$ cat src/rtl/assert_macros.svh
// Assertion macros shared by the page run allocator RTL.
// Each macro expects signals named clk and rst_n in the including scope.
`ifndef ASSERT_MACROS_SVH
`define ASSERT_MACROS_SVH

// The expression must hold at every clock edge outside reset.
`define PRU_ASSERT(label, expr) \
    label: assert property (@(posedge clk) disable iff (!rst_n) (expr)) \
        else $error("pru assertion failed");

// When the antecedent holds, the consequent must hold in the same cycle.
`define PRU_ASSERT_IMP(label, ante, cons) \
    label: assert property (@(posedge clk) disable iff (!rst_n) (ante) |-> (cons)) \
        else $error("pru assertion failed");

// When the antecedent holds, the consequent must hold in the next cycle.
`define PRU_ASSERT_NXT(label, ante, cons) \
    label: assert property (@(posedge clk) disable iff (!rst_n) (ante) |=> (cons)) \
        else $error("pru assertion failed");

`endif

$ cat src/rtl/pru_pkg.sv
// Types and constants for the page run first fit allocator.
// No dependencies; imported by every module of the block.
package pru_pkg;

    localparam logic [31:0] REGION_BASE = 32'hc000_0000;
    localparam int          PAGE_SHIFT  = 12;
    localparam logic [7:0]  COUNT_MAX   = 8'd255;
    localparam int          COUNT_W     = 8;
    localparam int          NPAGE_W     = 13;
    localparam int          WIDE_W      = 20;

    localparam logic        OP_ALLOC = 1'b0;
    localparam logic        OP_REF   = 1'b1;

    localparam logic [1:0]  ST_OK       = 2'd0;
    localparam logic [1:0]  ST_NO_SPACE = 2'd1;
    localparam logic [1:0]  ST_RANGE    = 2'd2;

    typedef enum logic [2:0] {
        S_INIT,
        S_IDLE,
        S_SCAN,
        S_BUMP,
        S_DONE
    } pru_state_t;

    typedef struct packed {
        logic               opcode;
        logic [NPAGE_W-1:0] page_count;
        logic [31:0]        virt_addr;
    } pru_req_t;

    typedef struct packed {
        logic [31:0] base_addr;
        logic [1:0]  status;
    } pru_rsp_t;

    typedef struct packed {
        logic               is_free;
        logic [COUNT_W-1:0] bumped;
    } pru_alu_t;

endpackage

$ cat src/rtl/pru_count_alu.sv
// Shared count unit: tests a page count for zero and forms its saturated increment.
// Depends on pru_pkg.
module pru_count_alu
    import pru_pkg::*;
(
    input  logic [COUNT_W-1:0] count,
    output pru_alu_t           res
);

    always_comb
    begin
        res.is_free = (count == '0);
        res.bumped  = (count == COUNT_MAX) ? COUNT_MAX : count + COUNT_W'(1);
    end

endmodule

$ cat config.mk
export PLATFORM = sky130hd
export DESIGN_NAME = pru_count_alu
export DESIGN_NICKNAME = d
export VERILOG_FILES = /design/src/rtl/assert_macros.svh /design/src/rtl/pru_pkg.sv /design/src/rtl/pru_count_alu.sv
export SDC_FILE = /design/constraint.sdc
export NUM_CORES = 1
export LEC_CHECK = 0
export BUFFER_PORTS_ARGS = -buffer_cell sky130_fd_sc_hd__buf_2
export CORE_AREA = 3 3 40 42
export DETAILED_ROUTE_END_ITERATION = 7
export DIE_AREA = 0 0 43 45
export GPL_TIMING_DRIVEN = 0
export PLACE_DENSITY = 0.51
export SETUP_SLACK_MARGIN = 0.15
export SLEW_MARGIN = 20
export SYNTH_ARGS = -nofsm -noshare
export SYNTH_HDL_FRONTEND = slang
export SYNTH_SLANG_ARGS = --single-unit
$ cat constraint.sdc
create_clock -name vclk -period 3.11
set_clock_uncertainty 0.15 [all_clocks]
set_input_delay 0.4665 -clock vclk [all_inputs]
set_output_delay 0.4665 -clock vclk [all_outputs]
set_load 0.02 [all_outputs]
==> summary.txt <==
Run status
  • Status: complete, no violations

Power
  • Worst VDD drop: between 0.00003 and 0.00004 V
  • Power Density: approximately 130 nW/um^2
  • Leakage power: 0.166 nW

Route
  • Drt pass-1 iters: 3
  • DRC viols: 0
  • ANT nets after route: 0
  • Iter 0 DRT Violations: 2
  • Drt total wl: 592 um
  • Routed via count: ~280
  • Via-to-Cell Ratio: around 4.5
  • Routed WL per cell: 9.70 um

Synthesis
  • Top cells by area, synth: ha_1 12%, nand2_1 8.9%, mux2_4 7.1%, nor4_2 5.9%, and3_4 5.3%
  • Sequential area share after synthesis: 0
  • Synthesized area per cell: about 7.3 sq um
  • Yosys cell types: 21
  • Yosys warns: 0
  • Cells after synthesis: 29
  • Most common cell in the netlist: nand2_1
  • Synth Net Count: 39
  • Cell taking the most area after synthesis: ha_1
  • Synth top area share: 0.118
  • Synth cell count leaders: 5 x nand2_1, 3 x inv_1, 2 x a21oi_1, 2 x ha_1
  • Mapped Area: 211 sq um

Worst setup path
  • Critical path required time: 2.49 ns
  • CP Max Fanout: 5
  • Worst Setup SP: count[0]
  • Data arrival, critical path: 1.57 ns
  • Worst Setup Start Kind: input pin
  • Critical path class: in2out
  • Crit path capture type: output port
  • Setup crit end: res[6]

STA
  • Worst Max-Slew Pin Slew: ~0.18 ns
  • Fin. max-slew vios: 0
  • Period Utilization, post-route: 0.704
  • Count of final setup violators: 0
  • Relative slew slack: 0.879
  • Endpoints failing hold: 0
  • RSZ-0062 raised after global routing: false
  • Setup Total Neg Slack: 0 ns
  • Max Fclk: roughly 0.46 GHz
  • Minimum clock period: 2.19 ns

Floorplan
  • DIE HEIGHT: 45 um
  • Die ar.: roughly 1900 sq um
  • Std-Cell Rows: 13
  • DIE WIDTH: approximately 43 um
  • Area of the core: 1280 sq um
  • I/O pins: 17
  • Starting Density: 0.165

Global routing
  • Vias in the first global route: 229
  • Congestion Overflow GR: 0
  • Largest net degree at the start of global routing: 9
  • GRT Util Overall: 0.0597
  • Initial antenna violation count: 0
  • First-pass GRT wire length: 966 um

Cells and area
  • FF+latch count: 0
  • # clk buffers: 0
  • Fill cell count: 151
  • Area growth syn-to-layout: 49.1%
  • Share of cells above drive strength 1: 0.500
  • Final #Nets: 58
  • Fin area: 315 sq um
  • Ant. Diodes: 0
  • Area of the multi-input gates: 200 sq um
  • Layout Cells excl Fill: between 60 and 70
  • FF+latch area: 0 sq um

CTS
  • Post-CTS Setup Bufs: 0
  • Post_cts resized: 0
  • Cts hold-fix bufs: 0

Place
  • Placed cells: roughly 60
  • Detailed-placement wirelength estimate: between 400 and 500 um
  • Dpl cell area: roughly 320 sq um
  • IO buf count: 17
  • Global placement routability congestion: 0.656

Min path
  • HP Class: in2out

Run
  • Maxcap violations: 0
==> layer usage <==
layer / GRT usage / part of all wire / up-vias
met5: 0 / 0 / -
met4: 0 / 0 / 0
met3: 0.0120 / 0.10 / 0
met2: 0.0868 / 0.40 / 12
met1: 0.0952 / 0.50 / 121
li1: - / - / 143
==> cells in the final DEF (no fill, tap or decap) <==
master	n
or4b_1	1
and3_2	1
nor2_1	1
buf_2	17
nand2_1	5
mux2i_1	1
and4_1	1
xnor2_1	1
nand3_2	1
nor4_2	1
o21a_1	1
and3_4	1
nand4_1	1
mux2_4	1
a21oi_1	2
nand3b_1	1
a31oi_1	1
nand2b_1	1
ha_1	2
and4_2	1
inv_1	3
o21ai_0	1
==> final cells by class <==
| type | instances | share of cell area |
|---|---|---|
| multi-input combinational | 26 | 0.635 |
| tap | 15 | 0.0595 |
| inverter | 3 | 0.0357 |
| timing repair buffer | 17 | 0.270 |
==> cell families (layout without fill, tap and decap cells) <==
kind of cell,Yosys count,after routing,share of synthesized area
adder cells (fa/ha/maj),2,2,0.118
AO/OA/AOI/OAI,5,5,0.136
buffers and inverters,3,20,0.0533
XOR/XNOR,1,1,0.0414
AND/OR/NAND/NOR,16,16,0.533
multiplexers,2,2,0.118
==> report_power, final <==
group	internal (mW)	switching [mW]	leakage [nW]
registers	0	0	0
logic	0.0164	0.0251	0.166
clock network	0	0	0
total	0.0164	0.0251	0.166
==> how the worst min path moves through the flow <==
| stage | from | end | cells after the start |
|---|---|---|---|
| final | count[3] | res[8] | 3 |
| after detailed placement | count[3] | res[8] | 3 |
| after global routing | count[3] | res[8] | 3 |
| after floorplan | count[2] | res[8] | 1 |
| after CTS | count[3] | res[8] | 3 |
| after global placement | count[3] | res[8] | 3 |
==> through the flow <==
step                 util  worst slack (ns)  power, mW  hold WS, ns
detailed placement  0.245             0.913     0.0417         1.09
finish              0.245             0.922     0.0415         1.09
global route        0.245             0.854     0.0460         1.10
CTS                 0.245             0.913     0.0419         1.09
floorplan               -              1.03     0.0229        0.835
global placement    0.245             0.930     0.0417         1.09
==> critical path, stage by stage <==
cell and delay [ns]:
buf_2 0.12, ha_1 0.22, and3_4 0.23, nand3_2 0.08
mux2_4 0.29, buf_2 0.16
Note: power is estimated with default switching activity, not from simulation.
